===== src/design/ledd_pkg.sv =====
// Shared types, constants and arithmetic helpers for the luma error diffusion dither.
// Used by the controller, the datapath and the top level; no dependencies.

package ledd_pkg;

	// Image geometry and line store layout (three rows kept, row mod 3)
	localparam int IMAGE_SIZE = 512;
	localparam int COL_W      = $clog2(IMAGE_SIZE);
	localparam int LINE_DEPTH = 3 * IMAGE_SIZE;
	localparam int ADDR_W     = $clog2(LINE_DEPTH);

	// Field widths
	localparam int ERR_W   = 7;
	localparam int SHARE_W = 5;
	localparam int LEVEL_W = 9;
	localparam int STEP_W  = 8;
	localparam int LNUM_W  = 18;

	localparam logic [STEP_W-1:0] STEP_RESET = 8'd64;
	localparam logic [STEP_W-1:0] STEP_MIN   = 8'd1;
	localparam logic [STEP_W-1:0] STEP_MAX   = 8'd128;

	// Luma weights; /1000 is done as >>3 then a reciprocal multiply for /125
	localparam logic [LNUM_W-1:0] LUMA_WR = 18'd299;
	localparam logic [LNUM_W-1:0] LUMA_WG = 18'd587;
	localparam logic [LNUM_W-1:0] LUMA_WB = 18'd114;
	localparam logic [15:0] LUMA_RECIP = 16'd33555;
	localparam int LUMA_SHIFT = 22;

	// Share /48 is done as >>4 then *43>>7 for /3
	localparam logic [11:0] SHARE_RECIP3 = 12'd43;

	// Kernel weights: current row (+1, +2) and the two rows below (-2..+2)
	localparam logic [2:0] JJN_CUR1 = 3'd7;
	localparam logic [2:0] JJN_CUR2 = 3'd5;
	localparam logic [2:0] JJN_ROW1 [5] = '{3'd3, 3'd5, 3'd7, 3'd5, 3'd3};
	localparam logic [2:0] JJN_ROW2 [5] = '{3'd1, 3'd3, 3'd5, 3'd3, 3'd1};

	// Line store selector
	typedef logic [1:0] store_t;

	typedef enum logic [3:0] {
		ST_IDLE,
		ST_LUMA,
		ST_SUM,
		ST_DIV1,
		ST_DIV2,
		ST_DIV3,
		ST_DIST,
		ST_WR2,
		ST_FL0,
		ST_FL1,
		ST_FL2,
		ST_FL3,
		ST_FL4
	} state_t;

	// Controller to datapath
	typedef struct packed {
		logic accept;
		logic luma_en;
		logic sum_en;
		logic div_en;
		logic dist_en;
		logic wr2_en;
		logic fl0;
		logic fl1;
		logic fl2;
		logic fl3;
		logic fl4;
	} cmd_t;

	// Datapath to controller
	typedef struct packed {
		logic last_col;
		logic out_free;
	} stat_t;

	// Address of a column inside one of the three line stores
	function automatic logic [ADDR_W-1:0] line_addr(input store_t st,
			input logic [COL_W-1:0] col);
		logic [ADDR_W-1:0] off;
		case (st)
			2'd1:    off = ADDR_W'(IMAGE_SIZE);
			2'd2:    off = ADDR_W'(2 * IMAGE_SIZE);
			default: off = '0;
		endcase
		return off + ADDR_W'(col);
	endfunction

	// Saturating error add, clamps at the 7-bit ceiling
	function automatic logic [ERR_W-1:0] sat_add(input logic [ERR_W-1:0] a,
			input logic [ERR_W-1:0] b);
		logic [ERR_W:0] s;
		s = {1'b0, a} + {1'b0, b};
		return s[ERR_W] ? {ERR_W{1'b1}} : s[ERR_W-1:0];
	endfunction

	// (rem * w) / 48, truncated
	function automatic logic [SHARE_W-1:0] jjn_share(input logic [ERR_W-1:0] rem,
			input logic [2:0] w);
		logic [9:0]  prod;
		logic [5:0]  p16;
		logic [11:0] p3;
		prod = 10'(rem) * 10'(w);
		p16  = prod[9:4];
		p3   = 12'(p16) * SHARE_RECIP3;
		return p3[11:7];
	endfunction

endpackage


===== src/design/ledd_ctrl.sv =====
// Sequencing state machine for the dither: one pixel at a time, plus a row-end flush.
// Depends on ledd_pkg for state_t, cmd_t and stat_t.

module ledd_ctrl import ledd_pkg::*; (
	input  logic  clk,
	input  logic  arst_n,
	input  logic  pixel_valid,
	output logic  pixel_ready,
	input  stat_t stat,
	output cmd_t  cmd
);

	state_t state_q;
	state_t state_d;

	// State register
	always_ff @(posedge clk or negedge arst_n) begin
		if (!arst_n) begin
			state_q <= ST_IDLE;
		end else begin
			state_q <= state_d;
		end
	end

	// Next state and commands
	always_comb begin
		state_d     = state_q;
		cmd         = '0;
		pixel_ready = 1'b0;
		case (state_q)
			ST_IDLE: begin
				pixel_ready = 1'b1;
				if (pixel_valid) begin
					cmd.accept = 1'b1;
					state_d    = ST_LUMA;
				end
			end
			ST_LUMA: begin
				cmd.luma_en = 1'b1;
				state_d     = ST_SUM;
			end
			ST_SUM: begin
				cmd.sum_en = 1'b1;
				state_d    = ST_DIV1;
			end
			ST_DIV1: begin
				cmd.div_en = 1'b1;
				state_d    = ST_DIV2;
			end
			ST_DIV2: begin
				cmd.div_en = 1'b1;
				state_d    = ST_DIV3;
			end
			ST_DIV3: begin
				cmd.div_en = 1'b1;
				state_d    = ST_DIST;
			end
			ST_DIST: begin
				// hold until the result register can take the beat
				if (stat.out_free) begin
					cmd.dist_en = 1'b1;
					state_d     = ST_WR2;
				end
			end
			ST_WR2: begin
				cmd.wr2_en = 1'b1;
				state_d    = stat.last_col ? ST_FL0 : ST_IDLE;
			end
			ST_FL0: begin
				cmd.fl0 = 1'b1;
				state_d = ST_FL1;
			end
			ST_FL1: begin
				cmd.fl1 = 1'b1;
				state_d = ST_FL2;
			end
			ST_FL2: begin
				cmd.fl2 = 1'b1;
				state_d = ST_FL3;
			end
			ST_FL3: begin
				cmd.fl3 = 1'b1;
				state_d = ST_FL4;
			end
			ST_FL4: begin
				cmd.fl4 = 1'b1;
				state_d = ST_IDLE;
			end
			default: begin
				state_d = ST_IDLE;
			end
		endcase
	end

endmodule


===== config.mk =====
export PLATFORM = sky130hd
export DESIGN_NAME = ledd_ctrl
export DESIGN_NICKNAME = d
export VERILOG_FILES = /design/src/design/ledd_pkg.sv /design/src/design/ledd_ctrl.sv
export SDC_FILE = /design/constraint.sdc
export NUM_CORES = 1
export LEC_CHECK = 0
export BUFFER_PORTS_ARGS = -buffer_cell sky130_fd_sc_hd__buf_2
export CORE_AREA = 10 10 47 49
export CTS_CLUSTER_SIZE = 30
export DETAILED_ROUTE_END_ITERATION = 10
export DIE_AREA = 0 0 57 59
export PLACE_DENSITY_LB_ADDON = 0.05
export SETUP_SLACK_MARGIN = 0.4
export SYNTH_ARGS = -nofsm -noshare
export SYNTH_HDL_FRONTEND = slang
export SYNTH_SLANG_ARGS = --single-unit

===== constraint.sdc =====
create_clock -name clk -period 2.5 [get_ports clk]
set_input_delay 0.5 -clock clk [delete_from_list [all_inputs] [get_ports clk]]
set_output_delay 0.5 -clock clk [all_outputs]
set_load 0.02 [all_outputs]

# Yosys cells after proc, flatten, opt, wreduce, memory -nomap -nowiden

Cells that the tools add are included.

Logic and storage cells: 36
Bits in registers: 4
Input port bits: 5

Equal/unequal tests: 14
Multiplexer cells: 18
Reduce and logical (&&, ||, !) cells: 3

Operators with widths:

| kind               | number |
|---|---|
| $pmux 4 s12        | 1 |
| $eq 4x4->1 const B | 5 |
| $eq 4x3->1 const B | 4 |
| $mux 1             | 14 |
| $mux 4             | 3 |
| $eq 4x2->1 const B | 2 |
| $eq 4x1->1 const B | 1 |
| $logic_not 4->1    | 1 |
| $ne 2x2->1 const B | 2 |
| $reduce_or 3->1    | 1 |
| $reduce_and 2->1   | 1 |

# Logic depth before layout (Yosys ltp)

Gate-level depths: netlist of run 1.

Depth in word-level cells: 3
Depth in mapped cells: 4
Mapped depth without buffers: 3

# Worst setup path before layout of run 1

Ideal clock, no wire load.

Path kind: reg-to-output
Start point: reg state_q[1]
End point: out cmd[10] (netlist name)
Stages on the path, launching flop included: 4
Data arrival time: 1.342 ns
Slack: 0.658 ns
Cells stage by stage: dfrtp_1 > buf_2 > nor4_2 > and2_1

RTL lines:

| item                   | line            | text |
|---|---|---|
| from (decl)            | ledd_ctrl.sv:13 | `state_t state_q;` |
| from (signal assigned) | ledd_ctrl.sv:21 | `state_q <= state_d;` |
| to (decl)              | ledd_ctrl.sv:10 | `output cmd_t cmd` |

==> results of run 1 <==
-- cell usage in the layout (no fill, tap or decap) --
master,synthesis,final
nor2b_1,3,3
nor3_1,5,5
nor2_1,5,5
mux2_2,1,1
o21a_1,1,1
o21ai_1,1,1
nand2b_1,3,3
nand2_1,4,4
buf_2,3,16
clkbuf_4,0,3
dfrtp_1,4,4
a21boi_1,1,1
and2_1,1,1
nand2_2,1,1
nor4_1,1,1
nor4_2,1,1
nand4_1,1,1
-- Yosys cell counts --
master | count | share of area
buf_2 | 3 | 0.054
nor2_1 | 5 | 0.067
nand2_2 | 1 | 0.022
nand2b_1 | 3 | 0.067
dfrtp_1 | 4 | 0.36
o21a_1 | 1 | 0.027
nor4_1 | 1 | 0.022
nor3_1 | 5 | 0.089
and2_1 | 1 | 0.022
nand4_1 | 1 | 0.022
o21ai_1 | 1 | 0.018
mux2_2 | 1 | 0.040
nor4_2 | 1 | 0.045
nor2b_1 | 3 | 0.067
nand2_1 | 4 | 0.054
a21boi_1 | 1 | 0.027
-- stage by stage --
stage | cells | total power [uW] | setup WS [ps] | hold WS [ps] | utilization
finish | 68 | 551 | 576 | 60.6 | 0.277
global route | 68 | 610 | 462 | 53.7 | 0.277
CTS | 68 | 566 | 560 | 55.7 | 0.277
detailed placement | 65 | 481 | 823 | 308 | 0.261
global placement | 65 | 475 | 869 | 305 | 0.261
floorplan | 36 | 388 | 658 | 204 | -
-- power by group through the flow --
stage	combinational [uW]	clock [uW]	sequential (uW)
2_1_floorplan	273	0	115
3_3_place_gp	296	0	178
3_5_place_dp	298	0	184
4_1_cts	299	83.4	183
5_1_grt	325	89.2	196
6_report	291	79.3	181
-- cells by family (layout without fill, tap and decap cells) --
group | after synthesis | in the layout | share of synthesized area
simple gates | 25 | 25 | 0.478
flops | 4 | 4 | 0.357
compound gates | 3 | 3 | 0.0714
buf+inv | 3 | 19 | 0.0536
mux | 1 | 1 | 0.0402
-- critical path, delay by kind of cell (launching register included) --
kind / cells / cell delay (ps)
DFF: 1 / 530
and+or+nand+nor: 2 / 210
muxes: 1 / 280
buffers and inverters: 1 / 170
-- final cells by class --
| type | instances | area, um^2 | area share |
|---|---|---|---|
| clock buffer | 3 | 22.5 | 0.0581 |
| timing repair buffer | 16 | 80.1 | 0.206 |
| tap | 16 | 20.0 | 0.0516 |
| multi-input combinational | 29 | 165 | 0.426 |
| sequential | 4 | 100 | 0.258 |
-- worst paths after layout --
kind                       startpoint          to  slack, ps  depth (start not counted)
min in group clk              stat[1]  state_q[3]        540                          3
min reg2reg                state_q[0]  state_q[0]        660                          1
max in group asynchronous      arst_n  state_q[2]       2320                          1
min                            arst_n  state_q[1]         60                          1
max                        state_q[1]      cmd[7]        580                          4
max reg2reg                state_q[2]  state_q[3]       1430                          3
-- layer usage --
layer	track usage	up-vias	wire [um]
met5	0	-	0
met1	0.0679	142	384
li1	-	155	-
met4	0.0604	0	19
met2	0.0946	12	439
met3	0.0150	2	42
==> impl_metrics.ini, run 1 <==
[status]
status = complete, no violations

[clock_tree]
numCtsBuffers = 3
clock_sinks = 4
cts_tree = yes
cts-root-buf = clkbuf_4
clock_latency_ps = 230
cts.htree.levels = 1
cts_hold_buffers = 0
clkTransAtPathRegs_ps = 40
clock_path_buffers = 2
post_cts_buffers = 0
cts_resized = 0

[cells_and_area]
final_area_um2 = 388
layout-drive-gt1-share = 0.423
top_regs = state_q: 4 flops
top_register = state_q
largest_register_ffs = 4
fillers = 163
fin_nets = 59
diodes = 0
syn_to_final_growth_pct = 38.4

[sta]
finalCritPeriodShare = 0.770
maxSlewViolCount = 0
finalSetupViolations = 0
tightest_slew_ps = 333
fin_skew_ps = 1.60
rsz0062_at_grt = no
fmax_mhz = 520
min_period_ps = 1920
hold_violations = 0
tns_ps = 0
slew_headroom = 0.778

[logic_synthesis]
syn_inst = 36
ys_seq_area_frac = 0.357
ys_warn_count = 0
synth_area_um2 = 280
syn_avg_cell_area_um2 = 7.79
synth_seq_cells = 4
synth_cell_types = 16
synth_fp_nets = 41

[floorplan]
die_w_um = 57
dieArea_um2 = 3360
rows = 14
io-pin-count = 17
start_util = 0.200
core_um2 = 1400
die_h_um = 59

[critical_path]
worstPathArrival_ps = 1420
critPathRequiredTime_ps = 2000
critical_path.max_fanout = 10
path_class = reg2out
critPathMaxStageDelay_ps = 530
slowest_stage = dfrtp_1
critPathCaptureType = output port
start_kind = register
path_cells = nand2_2 -> mux2_2 -> nor2_1 -> buf_2

[grt]
grt_pass1_wl_mm = 1.61
grt_max_degree = 11
antenna_found_initial = 0
grt_pass1_vias = 353
overflow = 0
track_usage = 0.0619

[placed_design]
dpl.hpwl_um = 704
place_congestion = 0.697
io_buffers = 16
placed_cell_area_um2 = 365

[route]
ant_nets = 0
vias = 311
wl_um = 886
dr.pass1.iters = 4
first_iter_violations = 7
detail_route.wl_per_cell_um = 13.0
drc = 0
avgViaCountPerCell = 4.57

[run]
drv_cap = 0

[power]
p_leak_uw = 0.000200
p_sw_frac = 0.514
seqPwrFrac = 0.329
ir_drop_uv = 504
internal_power_uw = 268
p_sw_uw = 283
powerDensity_nw_per_um2 = 1420
comb_power_share = 0.527
clkPwrFrac = 0.144

[worst_hold_path]
hold_path.class = in2async
Power figures use the tool's default switching activity.
==> inputs of run 2 (changes only) <==
--- a/config.mk
+++ b/config.mk
@@ -5,6 +5,7 @@
 export SDC_FILE = /design/constraint.sdc
 export NUM_CORES = 1
 export LEC_CHECK = 0
+export ABC_AREA = 1
 export BUFFER_PORTS_ARGS = -buffer_cell sky130_fd_sc_hd__buf_2
 export CORE_AREA = 10 10 47 49
 export CTS_CLUSTER_SIZE = 30
==> constraint.sdc (replaced) <==
create_clock -name clk -period 1.67 [get_ports clk]
set_input_delay 0.334 -clock clk [delete_from_list [all_inputs] [get_ports clk]]
set_output_delay 0.334 -clock clk [all_outputs]
set_load 0.02 [all_outputs]
==> impl_metrics.ini, run 2 <==
[status]
status = complete, no violations

[grt]
grt_pass1_wl_mm = 1.67
grt_pass1_vias = 375
grt_max_degree = 6
overflow = 0
antenna_found_initial = 0
track_usage = 0.0611

[clock_tree]
numCtsBuffers = 3
cts-root-buf = clkbuf_4
clkTransAtPathRegs_ps = 40
clock_sinks = 4
cts.htree.levels = 1
cts_tree = yes
clock_path_buffers = 2
clock_latency_ps = 230

[sta]
maxSlewViolCount = 0
hold_violations = 0
rsz0062_at_grt = yes
finalSetupViolations = 0
fmax_mhz = 669
finalCritPeriodShare = 0.895
min_period_ps = 1490
slew_headroom = 0.898
tns_ps = 0
fin_skew_ps = 2.77
tightest_slew_ps = 152

[critical_path]
critPathRequiredTime_ps = 1340
path_class = reg2out
path_cells = nor2_4 -> inv_2 -> nor2_1 -> buf_4
critPathMaxStageDelay_ps = 450
slowest_stage = dfrtp_2
worstPathArrival_ps = 1160
critical_path.max_fanout = 5
critPathCaptureType = output port
start_kind = register

[route]
wl_mm = 1.05
drc = 0
vias = 375
dr.pass1.iters = 3
first_iter_violations = 1
detail_route.wl_per_cell_um = 11.9
ant_nets = 0
avgViaCountPerCell = 4.26

[logic_synthesis]
synth_fp_nets = 51
syn_inst = 46
syn_avg_cell_area_um2 = 6.12
yosysMostFrequentCell = nor2_1
async_flop_share = 1.00
synth_seq_cells = 4
synth_top_area_cell = dfrtp_1
ys_warn_count = 0
ys_seq_area_frac = 0.356
synth_top_area_frac = 0.356
synth_area_um2 = 282
synth_edf_count = 0
synth.area.top_cells = dfrtp_1 36%, nor2_1 17%, inv_1 15%
synth_cell_types = 12
synthFlopType = dfrtp_1
synthTopCellsByCount = 13 x nor2_1, 11 x inv_1, 8 x nand2_1

[power]
total_power_uw = 1360
powerDensity_nw_per_um2 = 2230
ir_drop_uv = 977
p_leak_uw = 0.000306

[floorplan]
io-pin-count = 17
die_h_um = 59
rows = 14
start_util = 0.201
die_w_um = 57
core_um2 = 1400
dieArea_um2 = 3360

[cells_and_area]
largest_register_ffs = 4
top_regs = state_q: 4 flops
layout-drive-gt1-share = 0.708
fin_nets = 79
diodes = 0
mostFrequentLayoutCells = 10 x buf_4, 8 x buf_6, 7 x nor2_4
syn_to_final_growth_pct = 117
final_common_cell = buf_4
top_register = state_q
final_util = 0.436

[run]
drv_cap = 0

[placed_design]
dpl.hpwl_um = 753
place_congestion = 0.731
io_buffers = 16

[worst_hold_path]
hold_path.class = in2reg
-- run 2: cell count changes in the layout (fill, tap and decap cells not counted), moves of 2 or more --
cell and change:
nand2_2 +2, buf_6 +8, buf_4 +10, buf_2 -12, nor3_1 -4, nand2b_1 -3, nand2_4 +2, nor2b_1 -3
dfrtp_1 -4, inv_2 +6, dfrtp_2 +4, nor2_4 +7, inv_1 +4, nand3_1 +2
-- run 2: metrics by stage --
stage	worst slack [ps]	area, um^2	hold WS [ps]	cells
2_1_floorplan	380	293	38.4	46
3_3_place_gp	280	393	148	78
3_5_place_dp	295	393	148	78
4_1_cts	167	510	297	85
5_1_grt	119	611	311	88
6_report	176	611	311	88
-- run 2: worst paths after layout --
check                      startpoint    endpoint  slack [ps]  cells after the start
max                        state_q[0]      cmd[4]         180                      4
min in group asynchronous      arst_n  state_q[0]         440                      2
min                           stat[1]  state_q[3]         310                      3
max in group asynchronous      arst_n  state_q[3]        1090                      2
min reg2reg                state_q[0]  state_q[0]         650                      2
max reg2reg                state_q[2]  state_q[0]         530                      7
-- run 2: layout make-up --
type | instances | area, um^2
Sequential cell | 4 | 105
Clock buffer | 3 | 22.5
Fill cell | 157 | 791
Timing Repair Buffer | 23 | 195
Tap cell | 16 | 20.0
Multi-Input combinational cell | 31 | 224
Inverter | 11 | 43.8
-- run 2: what timing repair did --
item / 4_1_cts / 5_1_grt
pin swaps: 4 / 8
endpoints found under the hold margin: 4 / 0
setup buffers: 3 / 3
hold buffers: 1 / 0
gates resized for setup: 25 / 25
endpoints found under the setup margin: 12 / 12
gates cloned: 0 / 0
-- run 2: per-layer routing --
| layer | global-route usage | wire length (um) | vias up |
|---|---|---|---|
| met4 | 0.0302 | 0 | 0 |
| met3 | 0.0258 | 94 | 0 |
| met2 | 0.101 | 529 | 11 |
| met1 | 0.0658 | 424 | 175 |
| li1 | - | - | 189 |
| met5 | 0 | 0 | - |
-- run 2: logic make-up (layout without fill, tap and decap cells) --
| kind of cell | after synthesis | in the layout | synth area share |
|---|---|---|---|
| buf+inv | 11 | 37 | 0.147 |
| compound gates | 2 | 2 | 0.0400 |
| flops | 4 | 4 | 0.356 |
| simple gates | 29 | 29 | 0.458 |
-- run 2: worst max-delay path, delay by kind of cell (launching register included) --
family,cells,cell delay (ps)
buf+inv,2,220
flops,1,450
simple gates,2,260
-- run 2: power breakdown --
group	switching (uW)	leakage (uW)	internal [uW]
sequential	101	0.0000445	158
clock	33.8	0.0000138	80.0
combinational	547	0.000248	442
==> inputs of run 3 (changes only) <==
--- a/config.mk
+++ b/config.mk
@@ -11,7 +11,7 @@
 export CTS_CLUSTER_SIZE = 30
 export DETAILED_ROUTE_END_ITERATION = 10
 export DIE_AREA = 0 0 57 59
-export PLACE_DENSITY_LB_ADDON = 0.05
+export PLACE_DENSITY = 0.51
 export SETUP_SLACK_MARGIN = 0.4
 export SYNTH_ARGS = -nofsm -noshare
 export SYNTH_HDL_FRONTEND = slang
==> constraint.sdc (replaced) <==
create_clock -name clk -period 1.8 [get_ports clk]
set_input_delay 0.36 -clock clk [delete_from_list [all_inputs] [get_ports clk]]
set_output_delay 0.36 -clock clk [all_outputs]
set_load 0.02 [all_outputs]
==> impl_metrics.ini, run 3 (same netlist as run 2, synthesis figures left out) <==
[clock_tree]
clock_path_buffers = 2
cts_tree = yes
clock_sinks = 4
numCtsBuffers = 3
cts-root-buf = clkbuf_4
clock_latency_ps = 230
clkTransAtPathRegs_ps = 40
cts.htree.levels = 1

[sta]
finalSetupViolations = 0
hold_ws_ps = 351
tns_ps = 0
fin_skew_ps = 1.08
hold_violations = 0
maxSlewViolCount = 0
min_period_ps = 1510
fmax_mhz = 662
rsz0062_at_grt = yes
tightest_slew_ps = 172
slew_headroom = 0.886
finalCritPeriodShare = 0.839

[route]
vias = 358
avgViaCountPerCell = 4.11
dr.pass1.iters = 3
wl_um = 920
detail_route.wl_per_cell_um = 10.6
drc = 0
first_iter_violations = 6
ant_nets = 0

[worst_hold_path]
hold_path.class = in2reg

[cells_and_area]
diodes = 0
register_area_um2 = 105
top_regs = state_q: 4 flops
final_area_um2 = 553
top_register = state_q
syn_to_final_growth_pct = 96.4
fin_nets = 78
fillers = 160
layout-drive-gt1-share = 0.662
multi_input_area_um2 = 191
final_common_cell = buf_4
largest_register_ffs = 4
mostFrequentLayoutCells = 13 x buf_4, 8 x nor2_1, 6 x inv_2

[placed_design]
io_buffers = 16
dpl.hpwl_um = 716
place_congestion = 0.699
placed_cell_area_um2 = 382

[critical_path]
path_class = reg2out
worstPathArrival_ps = 1150
start_kind = register
critical_path.max_fanout = 5
critPathRequiredTime_ps = 1440
critPathCaptureType = output port

[grt]
overflow = 0
antenna_found_initial = 0
grt_pass1_wl_mm = 1.50
grt_pass1_vias = 355
track_usage = 0.0538
grt_max_degree = 6

[floorplan]
start_util = 0.201
die_w_um = 57
rows = 14
io-pin-count = 17
die_h_um = 59
core_um2 = 1400
dieArea_um2 = 3360

[power]
total_power_uw = 1110
powerDensity_nw_per_um2 = 2000
ir_drop_uv = 1100
p_leak_uw = 0.000293

[run]
drv_cap = 0

[status]
status = complete, no violations
[run 3: through the flow]
stage	util	worst slack, ps	cells
after floorplan	-	450	46
after global placement	0.272	434	78
after detailed placement	0.272	436	78
after CTS	0.367	277	87
after global routing	0.395	235	87
final	0.395	290	87
[run 3: path summary, 6_finish.rpt]
| path | start | end | slack (ps) | depth (start not counted) |
|---|---|---|---|---|
| min in group asynchronous | arst_n | state_q[1] | 460 | 2 |
| max in group asynchronous | arst_n | state_q[2] | 1210 | 2 |
| hold reg to reg | state_q[3] | state_q[3] | 660 | 2 |
| setup reg to reg | state_q[2] | state_q[0] | 710 | 5 |
| setup / recovery | state_q[3] | cmd[7] | 290 | 4 |
| hold / removal | stat[1] | state_q[3] | 350 | 3 |
[run 3: critical path, stage by stage, from the launching register on]
cell and delay (ps):
dfrtp_2 440, nor2_4 150, inv_2 80, o22ai_2 90
buf_4 160
[run 3: final cells by class]
class	count	area share
multi-input cells	31	0.346
well taps	16	0.0362
flip-flops and latches	4	0.190
inverters	11	0.0747
clock buffers	3	0.0407
repair buffers	22	0.312
[run 3: power breakdown]
group | internal, uW | switching (uW) | total, uW
Sequential | 147 | 96.1 | 243
Clock | 74.2 | 31.3 | 106
Combinational | 337 | 421 | 759
Total | 559 | 549 | 1110
[run 3: metal layers]
| metal | global-route usage | up-vias | part of all wire | wire length, um |
|---|---|---|---|---|
| li1 | - | 191 | - | - |
| met1 | 0.0600 | 157 | 0.44 | 403 |
| met2 | 0.0899 | 10 | 0.49 | 453 |
| met3 | 0.0343 | 0 | 0.067 | 62 |
| met4 | 0 | 0 | 0 | 0 |
| met5 | 0 | - | 0 | 0 |
[run 3: timing repair]
item	in CTS	in global routing
hold buffers	1	0
hold endpoints to repair	4	0
setup endpoints to repair	12	12
pin swaps	4	5
buffers inserted	5	0
resized for setup	24	16
cloned	0	0
